<file path="src/hw/rtl/umr_pkg.sv">
// Shared types and constants for the multi-frame reassembler.
// Depends on nothing; umr_front, umr_back and the core use it by scoped names.
`default_nettype none

package umr_pkg;

   // Result status codes
   localparam logic [3:0] STATUS_BAD_LENGTH  = 4'd0;
   localparam logic [3:0] STATUS_RESYNC_SKIP = 4'd1;
   localparam logic [3:0] STATUS_WRONG_ID    = 4'd2;
   localparam logic [3:0] STATUS_WRONG_TOG   = 4'd3;
   localparam logic [3:0] STATUS_SHORT_FIRST = 4'd4;
   localparam logic [3:0] STATUS_OVERFLOW    = 4'd5;
   localparam logic [3:0] STATUS_APPENDED    = 4'd6;
   localparam logic [3:0] STATUS_DONE_LATCH  = 4'd7;
   localparam logic [3:0] STATUS_DONE_KEPT   = 4'd8;

   localparam int          HEAD_LEN      = 6;
   localparam logic [15:0] CRC_INIT      = 16'hFFFF;
   localparam logic [31:0] TIMEOUT_RESET = 32'd2000;
   localparam int          QUEUE_DEPTH   = 2;

   // Classified frame, as handed from front to back
   typedef struct packed {
      logic                        len_ok;
      logic                        first;
      logic                        last;
      logic                        tog;
      logic [4:0]                  tid;
      logic                        short_first;
      logic [2:0]                  plen;
      logic [15:0]                 crc;
      logic [HEAD_LEN-1:0][7:0]    pay;
      logic [31:0]                 time_ms;
   } frame_type;

   // One result item
   typedef struct packed {
      logic [3:0]  status;
      logic [47:0] payload_latched;
      logic [15:0] transfer_crc;
      logic [4:0]  expected_id;
   } result_type;

endpackage

`default_nettype wire

</file>
<file path="src/hw/rtl/umr_fifo.sv">
// Small register queue used between the stages and on the result side.
// Depends on nothing; the item travels as a flat vector.
`default_nettype none

module umr_fifo #(
   parameter int WIDTH = 8,
   parameter int DEPTH = 2
) (
   input  wire logic             clock,
   input  wire logic             reset,
   input  wire logic             push,
   input  wire logic [WIDTH-1:0] wdata,
   output logic                  full,
   input  wire logic             pop,
   output logic [WIDTH-1:0]      rdata,
   output logic                  empty
);

   localparam int PTR_W = (DEPTH > 1) ? $clog2(DEPTH) : 1;
   localparam int CNT_W = $clog2(DEPTH + 1);

   logic [WIDTH-1:0] slot_ff [DEPTH];
   logic [PTR_W-1:0] wr_ptr_ff, wr_ptr_in;
   logic [PTR_W-1:0] rd_ptr_ff, rd_ptr_in;
   logic [CNT_W-1:0] count_ff, count_in;
   logic             do_push, do_pop;

   assign full    = (count_ff == CNT_W'(DEPTH));
   assign empty   = (count_ff == '0);
   assign do_pop  = pop && !empty;
   assign do_push = push && (!full || do_pop);
   assign rdata   = slot_ff[rd_ptr_ff];

   // Advance pointers and count
   always_comb begin
      wr_ptr_in = wr_ptr_ff;
      rd_ptr_in = rd_ptr_ff;
      count_in  = count_ff;
      if (do_push) begin
         wr_ptr_in = (wr_ptr_ff == PTR_W'(DEPTH - 1)) ? '0 : wr_ptr_ff + 1'b1;
      end
      if (do_pop) begin
         rd_ptr_in = (rd_ptr_ff == PTR_W'(DEPTH - 1)) ? '0 : rd_ptr_ff + 1'b1;
      end
      if (do_push && !do_pop) begin
         count_in = count_ff + 1'b1;
      end else if (do_pop && !do_push) begin
         count_in = count_ff - 1'b1;
      end
   end

   always_ff @(posedge clock) begin
      if (reset) begin
         wr_ptr_ff <= '0;
         rd_ptr_ff <= '0;
         count_ff  <= '0;
      end else begin
         wr_ptr_ff <= wr_ptr_in;
         rd_ptr_ff <= rd_ptr_in;
         count_ff  <= count_in;
      end
   end

   // Store the pushed item
   always_ff @(posedge clock) begin
      if (do_push) begin
         slot_ff[wr_ptr_ff] <= wdata;
      end
   end

endmodule

`default_nettype wire

</file>
<file path="src/hw/rtl/umr_front.sv">
// Front stage: checks length, picks the tail byte and aligns the payload.
// Depends on umr_pkg for the classified frame type.
`default_nettype none

module umr_front (
   input  wire logic [3:0]  frame_length,
   input  wire logic [63:0] frame_bytes,
   input  wire logic [31:0] time_ms,
   output umr_pkg::frame_type frame
);

   logic [7:0][7:0] bytes;
   logic [2:0]      len_m1;
   logic [7:0]      tail;

   assign bytes  = frame_bytes;
   assign len_m1 = 3'(frame_length - 4'd1);
   assign tail   = bytes[len_m1];

   // Classify the frame
   always_comb begin
      frame.len_ok      = (frame_length >= 4'd1) && (frame_length <= 4'd8);
      frame.first       = tail[7];
      frame.last        = tail[6];
      frame.tog         = tail[5];
      frame.tid         = tail[4:0];
      frame.short_first = tail[7] && (frame_length < 4'd3);
      frame.plen        = tail[7] ? (len_m1 - 3'd2) : len_m1;
      frame.crc         = frame_bytes[15:0];
      // Start frames carry the CRC first; payload begins at byte two
      frame.pay         = tail[7] ? frame_bytes[63:16] : frame_bytes[47:0];
      frame.time_ms     = time_ms;
   end

endmodule

`default_nettype wire

</file>
<file path="src/hw/rtl/umr_back.sv">
// Back stage: holds the reassembly state and updates it one frame a cycle while fire is high.
// Depends on umr_pkg for frame and result types and status codes.
`default_nettype none

module umr_back #(
   parameter int BUF_BYTES = 64
) (
   input  wire logic               clock,
   input  wire logic               reset,
   input  wire logic               csr_write,
   input  wire logic [31:0]        csr_data,
   input  wire logic               fire,
   input  wire umr_pkg::frame_type frame,
   output umr_pkg::result_type     result
);

   localparam int CNT_W = $clog2(BUF_BYTES + 1);
   localparam int SUM_W = CNT_W + 1;
   localparam int HL    = umr_pkg::HEAD_LEN;

   logic [31:0]         timeout_ff;
   logic                synced_ff, synced_in;
   logic [4:0]          want_id_ff, want_id_in;
   logic                want_tog_ff, want_tog_in;
   logic [31:0]         last_time_ff, last_time_in;
   logic [CNT_W-1:0]    count_ff, count_in;
   logic [15:0]         crc_ff, crc_in;
   logic [HL-1:0][7:0]  head_ff, head_in;
   logic [HL-1:0][7:0]  latched_ff, latched_in;
   logic [3:0]          status;
   logic                resync;
   logic [2:0]          offset;

   // Work out the next state for one frame
   always_comb begin
      synced_in    = synced_ff;
      want_id_in   = want_id_ff;
      want_tog_in  = want_tog_ff;
      last_time_in = last_time_ff;
      count_in     = count_ff;
      crc_in       = crc_ff;
      head_in      = head_ff;
      latched_in   = latched_ff;
      status       = umr_pkg::STATUS_BAD_LENGTH;
      resync       = 1'b0;
      offset       = '0;
      if (frame.len_ok) begin
         resync = !synced_ff || ((frame.time_ms - last_time_ff) > timeout_ff) ||
                  (frame.first && (5'(frame.tid - want_id_ff) > 5'd1));
         if (resync) begin
            synced_in   = 1'b1;
            want_id_in  = frame.tid;
            want_tog_in = 1'b0;
            count_in    = '0;
            crc_in      = umr_pkg::CRC_INIT;
         end
         if (resync && !frame.first) begin
            want_id_in = frame.tid + 5'd1;
            status     = umr_pkg::STATUS_RESYNC_SKIP;
         end else if (frame.tid != want_id_in) begin
            status = umr_pkg::STATUS_WRONG_ID;
         end else if (frame.tog != want_tog_in) begin
            status = umr_pkg::STATUS_WRONG_TOG;
         end else begin
            last_time_in = frame.time_ms;
            want_tog_in  = !want_tog_in;
            if (frame.short_first) begin
               status = umr_pkg::STATUS_SHORT_FIRST;
            end else begin
               if (frame.first) begin
                  crc_in = frame.crc;
               end
               if ((SUM_W'(count_in) + SUM_W'(frame.plen)) > SUM_W'(BUF_BYTES)) begin
                  count_in = '0;
                  status   = umr_pkg::STATUS_OVERFLOW;
               end else begin
                  // Drop new bytes into the head window where they land
                  for (int j = 0; j < HL; j++) begin
                     if ((SUM_W'(count_in) <= SUM_W'(j)) &&
                         (SUM_W'(j) < (SUM_W'(count_in) + SUM_W'(frame.plen)))) begin
                        offset     = 3'(SUM_W'(j) - SUM_W'(count_in));
                        head_in[j] = frame.pay[offset];
                     end
                  end
                  count_in = count_in + CNT_W'(frame.plen);
                  if (frame.last) begin
                     if (head_in[0] != 8'd0) begin
                        latched_in = head_in;
                        status     = umr_pkg::STATUS_DONE_LATCH;
                     end else begin
                        status = umr_pkg::STATUS_DONE_KEPT;
                     end
                     count_in    = '0;
                     want_tog_in = 1'b0;
                     want_id_in  = want_id_in + 5'd1;
                     head_in     = '0;
                  end else begin
                     status = umr_pkg::STATUS_APPENDED;
                  end
               end
            end
         end
      end
   end

   // Report from the state after the frame
   assign result.status          = status;
   assign result.payload_latched = latched_in;
   assign result.transfer_crc    = crc_in;
   assign result.expected_id     = want_id_in;

   always_ff @(posedge clock) begin
      if (reset) begin
         timeout_ff   <= umr_pkg::TIMEOUT_RESET;
         synced_ff    <= 1'b0;
         want_id_ff   <= '0;
         want_tog_ff  <= 1'b0;
         last_time_ff <= '0;
         count_ff     <= '0;
         crc_ff       <= umr_pkg::CRC_INIT;
         head_ff      <= '0;
         latched_ff   <= '0;
      end else begin
         if (csr_write) begin
            timeout_ff <= csr_data;
         end
         if (fire) begin
            synced_ff    <= synced_in;
            want_id_ff   <= want_id_in;
            want_tog_ff  <= want_tog_in;
            last_time_ff <= last_time_in;
            count_ff     <= count_in;
            crc_ff       <= crc_in;
            head_ff      <= head_in;
            latched_ff   <= latched_in;
         end
      end
   end

endmodule

`default_nettype wire

</file>
<file path="src/hw/rtl/uavcan_multiframe_reassembler_core.sv">
// Multi-frame transfer reassembler: front classifier, command queue, state
// update stage and result queue. An accepted frame is registered into the
// command queue, and its result into the result queue when the back stage
// takes it. Throughput: one frame per cycle while the result queue has room,
// set by the back stage's state update; the two-entry queues absorb stalls.
// Reset is synchronous: queues empty, state cleared, timeout back to 2000 ms.
`default_nettype none

module uavcan_multiframe_reassembler_core #(
   parameter int BUF_BYTES = 64
) (
   input  wire logic        clock,
   input  wire logic        reset,
   input  wire logic        req_push,
   output logic             req_full,
   input  wire logic [3:0]  req_frame_length,
   input  wire logic [63:0] req_frame_bytes,
   input  wire logic [31:0] req_time_ms,
   output logic             rsp_empty,
   input  wire logic        rsp_pop,
   output logic [3:0]       rsp_status,
   output logic [47:0]      rsp_payload_latched,
   output logic [15:0]      rsp_transfer_crc,
   output logic [4:0]       rsp_expected_id,
   input  wire logic        csr_valid,
   output logic             csr_ready,
   input  wire logic [31:0] csr_data
);

   localparam int FRAME_W  = $bits(umr_pkg::frame_type);
   localparam int RESULT_W = $bits(umr_pkg::result_type);

   umr_pkg::frame_type  front_frame, cmd_frame;
   umr_pkg::result_type back_result, rsp_result;
   logic                cmd_empty, cmd_pop;
   logic                rsp_full, rsp_pop_ok;
   logic                req_ok;

   assign csr_ready  = 1'b1;
   assign req_ok     = req_push && !req_full;
   assign rsp_pop_ok = rsp_pop && !rsp_empty;
   // Advance the back stage whenever a frame is waiting and the result queue has room
   assign cmd_pop    = !cmd_empty && (!rsp_full || rsp_pop_ok);

   umr_front u_front (
      .frame_length (req_frame_length),
      .frame_bytes  (req_frame_bytes),
      .time_ms      (req_time_ms),
      .frame        (front_frame)
   );

   umr_fifo #(
      .WIDTH (FRAME_W),
      .DEPTH (umr_pkg::QUEUE_DEPTH)
   ) u_cmd_queue (
      .clock (clock),
      .reset (reset),
      .push  (req_ok),
      .wdata (front_frame),
      .full  (req_full),
      .pop   (cmd_pop),
      .rdata (cmd_frame),
      .empty (cmd_empty)
   );

   umr_back #(
      .BUF_BYTES (BUF_BYTES)
   ) u_back (
      .clock     (clock),
      .reset     (reset),
      .csr_write (csr_valid && csr_ready),
      .csr_data  (csr_data),
      .fire      (cmd_pop),
      .frame     (cmd_frame),
      .result    (back_result)
   );

   umr_fifo #(
      .WIDTH (RESULT_W),
      .DEPTH (umr_pkg::QUEUE_DEPTH)
   ) u_rsp_queue (
      .clock (clock),
      .reset (reset),
      .push  (cmd_pop),
      .wdata (back_result),
      .full  (rsp_full),
      .pop   (rsp_pop),
      .rdata (rsp_result),
      .empty (rsp_empty)
   );

   assign rsp_status          = rsp_result.status;
   assign rsp_payload_latched = rsp_result.payload_latched;
   assign rsp_transfer_crc    = rsp_result.transfer_crc;
   assign rsp_expected_id     = rsp_result.expected_id;

`ifndef SYNTH
   // An accepted frame is waiting in the command queue on the next cycle
   a_req_lands: assert property (@(posedge clock) disable iff (reset)
      req_ok |=> !cmd_empty)
      else $error("accepted frame missing from command queue");

   // Each processed frame leaves a result waiting
   a_rsp_lands: assert property (@(posedge clock) disable iff (reset)
      cmd_pop |=> !rsp_empty)
      else $error("processed frame left no result");

   // A waiting result holds a defined status code
   a_status_range: assert property (@(posedge clock) disable iff (reset)
      !rsp_empty |-> (rsp_status <= umr_pkg::STATUS_DONE_KEPT))
      else $error("result status out of range");
`endif

endmodule

`default_nettype wire
</file>
<file path="config.mk">
export PLATFORM = sky130hd
export DESIGN_NAME = uavcan_multiframe_reassembler_core
export DESIGN_NICKNAME = d
export VERILOG_FILES = /design/src/hw/rtl/umr_pkg.sv /design/src/hw/rtl/umr_fifo.sv /design/src/hw/rtl/umr_front.sv /design/src/hw/rtl/umr_back.sv /design/src/hw/rtl/uavcan_multiframe_reassembler_core.sv
export SDC_FILE = /design/constraint.sdc
export NUM_CORES = 1
export LEC_CHECK = 0
export BUFFER_PORTS_ARGS = -buffer_cell sky130_fd_sc_hd__buf_4
export CAP_MARGIN = 20
export CORE_ASPECT_RATIO = 1.4
export CORE_MARGIN = 2
export CORE_UTILIZATION = 55
export DETAILED_ROUTE_END_ITERATION = 8
export PLACE_DENSITY = 0.89
export RECOVER_POWER = 25
export SYNTH_ARGS = -nofsm -noshare
export SYNTH_HDL_FRONTEND = slang
export SYNTH_SLANG_ARGS = --single-unit
</file>
<file path="constraint.sdc">
create_clock -name clock -period 10.06 [get_ports clock]
set_input_delay 2.012 -clock clock [delete_from_list [all_inputs] [get_ports clock]]
set_output_delay 2.012 -clock clock [all_outputs]
set_load 0.05 [all_outputs]
</file>
## Word level (Yosys, flattened, before mapping)

Memory sizes are Yosys's and may differ from the RTL's. A register that Yosys moved wholly into a read port is not among the register bits.
Index checks and enable logic that the tools add are counted.

| storage, ports and cells | value |
|---|---|
| register bits after elaboration | 198 |
| memory bits (writable) | 364 |
| input bits | 137 |
| output and inout bits | 76 |
| logic and storage cells | 220 |
| memories | 2 |

Memory list:

| memory | depth | width | read ports | clocked after memory_dff | write ports | RTL line | RTL |
|---|---|---|---|---|---|---|---|
| u_cmd_queue.slot_ff | 2 | 109 | 1 | 1 | 1 | umr_fifo.sv:22 | `logic [WIDTH-1:0] slot_ff [DEPTH];` |
| u_rsp_queue.slot_ff | 2 | 73 | 1 | 1 | 1 | umr_fifo.sv:22 |  |

| operators by class | value |
|---|---|
| $add $sub $neg | 22 |
| $lt $le $gt $ge | 25 |
| equal/unequal tests | 4 |
| multiplexer cells | 93 |
| bitwise gates (word level) | 5 |
| reduce and logical (&&, ||, !) cells | 44 |

Operators by type and width:

| operator | count |
|---|---|
| $mux W48 | 10 |
| $bmux W8 S3 | 7 |
| $mux W8 | 19 |
| $mux W16 | 7 |
| $mux W7 | 8 |
| $mux W5 | 9 |
| $gt A32 B32 Y1 | 1 |
| $mux W4 | 8 |
| $sub A32 B32 Y32 | 1 |
| $lt A3 B4 Y1 const B | 7 |
| $logic_and A1 B1 Y1 | 20 |
| $mux W1 | 20 |
| $lt A1 B8 Y1 const A | 2 |
| $lt A2 B8 Y1 const A | 2 |
| $lt A3 B8 Y1 const A | 2 |
| $le A7 B1 Y1 const B | 2 |
| $le A7 B2 Y1 const B | 2 |
| $le A7 B3 Y1 const B | 2 |
| $logic_not A1 Y1 | 11 |
| $add A5 B1 Y5 const B | 2 |
| $add A7 B3 Y8 | 1 |
| $gt A8 B7 Y1 const B | 1 |
| $mux W2 | 4 |
| $reduce_bool A8 Y1 | 1 |
| other kinds (26) | 44 |

## Depth between registers and ports, before layout

| depth | value |
|---|---|
| depth in word-level cells | 25 |
| mapped depth | 50 |
| mapped depth without buffers | 39 |

## Hierarchy

From an unflattened synthesis, not the netlist that was laid out.

| second synthesis, totals | value |
|---|---|
| cells, all modules | 2499 |
| area, all modules | 29135.4 um^2 |

By module, submodules not included:

| module | instances | cells each | area each (um^2) | sequential area each (um^2) |
|---|---|---|---|---|
| umr_back | 1 | 1710 | 13654.3 | 3803.6 |
| umr_fifo (u_cmd_queue) | 1 | 364 | 8122.8 | 6646.4 |
| umr_fifo (u_rsp_queue) | 1 | 252 | 5496.5 | 4484.3 |
| umr_front | 1 | 168 | 1829.3 | 0.0 |
| uavcan_multiframe_reassembler_core | 1 | 5 | 32.5 | 0.0 |

## Worst setup path before layout

OpenSTA, ideal clock, no wires.

| path | value |
|---|---|
| path type | register to register |
| start | reg (tool-made name) |
| end | mem u_rsp_queue.slot_ff[0][37] (netlist bit), data pin |
| setup time | 0.262 ns |
| arrival | 10.524 ns |
| data required time | 9.798 ns |
| slack | -0.727 ns |
| cell stages (with the launch flop) | 44 |
| buffers on the path | 11 |
| clock period less this slack | 10.787 ns |
| cell sequence | dfxtp_1 buf_2 buf_1 buf_1 clkbuf_1 clkbuf_1 clkbuf_1 mux2_2 ha_1 a21o_1 a21o_1 a311o_1 a21o_1 a31oi_1 o21ai_0 a21oi_1 a21oi_1 a21bo_2 [8 not listed] a211oi_2 nand2_2 clkinv_1 buf_2 buf_2 buf_2 ha_1 a21o_1 a21o_1 clkbuf_1 nor2_1 a41oi_1 o22ai_1 a311oi_1 clkbuf_1 o211ai_1 o21a_1 mux2_2 |

RTL lines:

| what | RTL line |
|---|---|
| end, declared | umr_fifo.sv:22 |

==> metrics.md <==
| Metric | Value |
|---|---|
| Final setup viols | `0` |
| Clock root buffer master | `clkbuf_16` |
| Finished Cell Area | `0.0318 sq mm` |
| Max Root-Sink Buffers | `3` |
| Drc violations | `0` |
| Max-slew headroom | `-161%` |
| Crit path capture type | `flip-flop` |
| Initial antenna violation count | `1` |
| Reg clk slew, reported paths | `70 ps` |
| DP Worst Slack | `225 ps` |
| Dpl hpwl | `51200 um` |
| Vias per Instance | `6.19` |
| Nets | `2804` |
| Syn. warnings | `0` |
| Syn avg cell area | `11.6 sq um` |
| EDFF count, synth | `364` |
| Io pins | `213` |
| Arr. time, crit path | `9930 ps` |
| Worst setup SP type | `flip-flop` |
| Critical path type | `flip-flop to flip-flop` |
| RSZ-0062 raised after global routing | `no` |
| Initial DRC count | `1574` |
| Post-Synthesis Cells | `2414` |
| H-Tree Depth | `2` |
| Worst EP required | `10550 ps` |
| Setup Skew | `15.5 ps` |
| Routed len/inst | `22.4 um` |
| Clock latency on the worst-skew pair | `610 ps` |
| Worst-path fanout max | `51` |
| Total negative slack | `0 ps` |
| Worst path slowest cell | `a211oi_1` |
| Fin. max-slew vios | `273` |
| Cell area after synthesis | `0.0280 sq mm` |
| Post-CTS Setup Inserts | `0` |
| DR pass1 iterations | `7` |
| Async S/R FF share, synth | `0%` |
| Hold Path Class | `flip-flop to flip-flop` |
| Register area | `0.0149 sq mm` |
| Placed cell area | `0.0302 sq mm` |
| Leakage power | `0.0117 uW` |
| Failing checks | `max-capacitance violations, max-slew violations` |
| Rows | `97` |
| First-pass GRT wire length | `114000 um` |
| Core area | `0.0501 sq mm` |
| Minimum clock period | `9450 ps` |
| DIE AREA | `0.0527 sq mm` |
| IO buf count | `211` |
| Area delta synth->final | `13.8%` |
| Worst setup margin | `610 ps` |
| Hold-fix buffers at CTS | `0` |
| Fin crit share | `93.9%` |
| CTS sink cnt | `564` |
| Overflow after GRT | `0` |
| Fmax | `106 MHz` |
| Via count | `20.2k` |
| Synthesized Nets | `2641` |
| Peak VDD IR | `0.190 mV` |
| Fraction of layout cells with a size suffix above 1 | `22.6%` |
| Vias in the first global route | `20.7k` |
| Fillcell total | `3664` |
| DIE WIDTH | `195 um` |
| Synth cell types | `78` |
| WL final | `73100 um` |
| Crit-path max cell delay | `580 ps` |
| Num CTS Buffers | `51` |
| Sequential area share after synthesis | `53.4%` |
| DRT antenna net count | `0` |
| Largest net degree at the start of global routing | `96` |
| Cell mode on critical path | `a21oi_1` |
| Power density cells | `285 mW/mm^2` |
| Max Cap Violations | `6` |
| Slew @ Worst Pin | `3920 ps` |
| Status | `finished, violations left` |
| Post-cts resize count | `0` |
| GR Util All Layers | `27.6%` |
| N_diodes | `0` |
| CTS tree | `built` |
| Final hold vios | `0` |
| Die height | `271 um` |
| #FFs+latches synth | `564` |
| Final RePlAce weighted congestion | `0.943` |
| Multi-input gate area | `0.0121 sq mm` |
| Initial core utilization | `55.8%` |
| Main synth FF type | `edfxtp_1` |
-- through the flow --
stage	util, %	std cells	hold slack [ps]	total power (uW)
detailed placement	60.2	3166	446	6970
global route	63.5	3263	495	9510
finish	63.5	3263	464	9070
CTS	63.8	3262	465	9080
floorplan	-	2414	426	5910
global placement	60.1	3164	439	6830
-- cell usage after synthesis, types with 20 or more instances --
master / n / area [sq um]
xnor2_1: 36 / 315
edfxtp_1: 364 / 10900
a22oi_1: 35 / 263
nand3_1: 75 / 375
o211ai_1: 20 / 150
mux2_2: 225 / 2530
clkbuf_1: 103 / 387
nand2_1: 70 / 263
nor2_1: 271 / 1020
nor3_1: 36 / 180
dfxtp_1: 200 / 4000
o21ai_0: 122 / 611
inv_1: 105 / 394
a21o_1: 23 / 173
mux4_2: 39 / 878
a21oi_1: 190 / 951
mux2i_1: 146 / 1460
ha_1: 87 / 1090
-- worst max-delay path: cells and delay by family, from the launching register on --
family / cells / cell delay (ps)
xor+xnor: 1 / 100
simple gates: 10 / 2130
fa+ha+maj: 3 / 900
compound gates: 15 / 4000
mux: 1 / 390
buf+inv: 5 / 1350
flops: 1 / 440
-- final cells by class --
cell class	count	share of cell area, %
flip-flops and latches	564	46.9
multi-input cells	1599	38.1
repair buffers	251	5.53
clock buffers	68	4.41
well taps	643	2.53
inverters	110	1.30
clock inverters	28	1.25
-- power by group --
group          leakage (uW)  switching, uW  internal [uW]  total, uW
clock network      0.000873            869           1220       2090
logic               0.00586           2480           1390       3870
registers           0.00498            139           2970       3110
-- cell families (layout without fill, tap and decap cells) --
family | count (synthesis) | in the layout | synth area share [%]
other cells | 1 | 1 | 0.0134
fa+ha+maj | 90 | 90 | 4.11
mux | 414 | 414 | 17.6
xor+xnor | 55 | 55 | 1.72
buf+inv | 251 | 457 | 3.55
simple gates | 521 | 521 | 8.27
compound gates | 518 | 518 | 11.4
flops | 564 | 564 | 53.4
-- flip-flops by register name, summed over array words and instances, names as in the netlist, named ones only --
register and flops:
u_cmd_queue.slot_ff 218, u_rsp_queue.slot_ff 146, u_back.head_ff 48, u_back.latched_ff 48, u_back.last_time_ff 32, u_back.timeout_ff 32
u_back.crc_ff 16, u_back.count_ff 7, u_back.want_id_ff 5, u_cmd_queue.count_ff 2, u_rsp_queue.count_ff 2, u_back.synced_ff 1
u_back.want_tog_ff 1, u_cmd_queue.rd_ptr_ff 1, u_cmd_queue.wr_ptr_ff 1, u_rsp_queue.rd_ptr_ff 1, u_rsp_queue.wr_ptr_ff 1
-- per-layer routing --
layer | routed length [um] | up-vias | track usage (%)
li1 | - | 9263 | -
met2 | 36800 | 840 | 48.5
met3 | 5070 | 223 | 5.32
met1 | 27100 | 9886 | 31.6
met4 | 4100 | 2 | 14.9
met5 | 10 | - | 0
-- placed cells by master (no fill, tap or decap), types with 10 or more instances in the layout --
cell type and instances:
a211oi_1 17, a21o_1 23, a21oi_1 189, a22oi_1 35
a31oi_1 13, and3_1 11, buf_4 191, clkbuf_1 49
clkbuf_16 53, clkbuf_4 21, clkinv_1 10, dfxtp_1 198
edfxtp_1 364, ha_1 86, inv_1 105, mux2_2 225
mux2i_1 145, mux4_2 39, nand2_1 69, nand3_1 75
nor2_1 268, nor3_1 36, o211ai_1 20, o21a_1 13
o21ai_0 122, xnor2_1 36, xor2_1 19
-- final timing paths --
kind,start,end,slack (ps),cells past startpoint
worst min-delay path,u_back.latched_ff[3]$_SDFFE_PP0P_,u_back.latched_ff[3]$_SDFFE_PP0P_,460,1
worst max-delay path,flip-flop,u_back.latched_ff[41]$_SDFFE_PP0P_,610,35
worst max register to register,flip-flop,u_back.latched_ff[41]$_SDFFE_PP0P_,610,35
worst min register to register,u_back.latched_ff[3]$_SDFFE_PP0P_,u_back.latched_ff[3]$_SDFFE_PP0P_,460,1
Power figures use the tool's default switching activity.
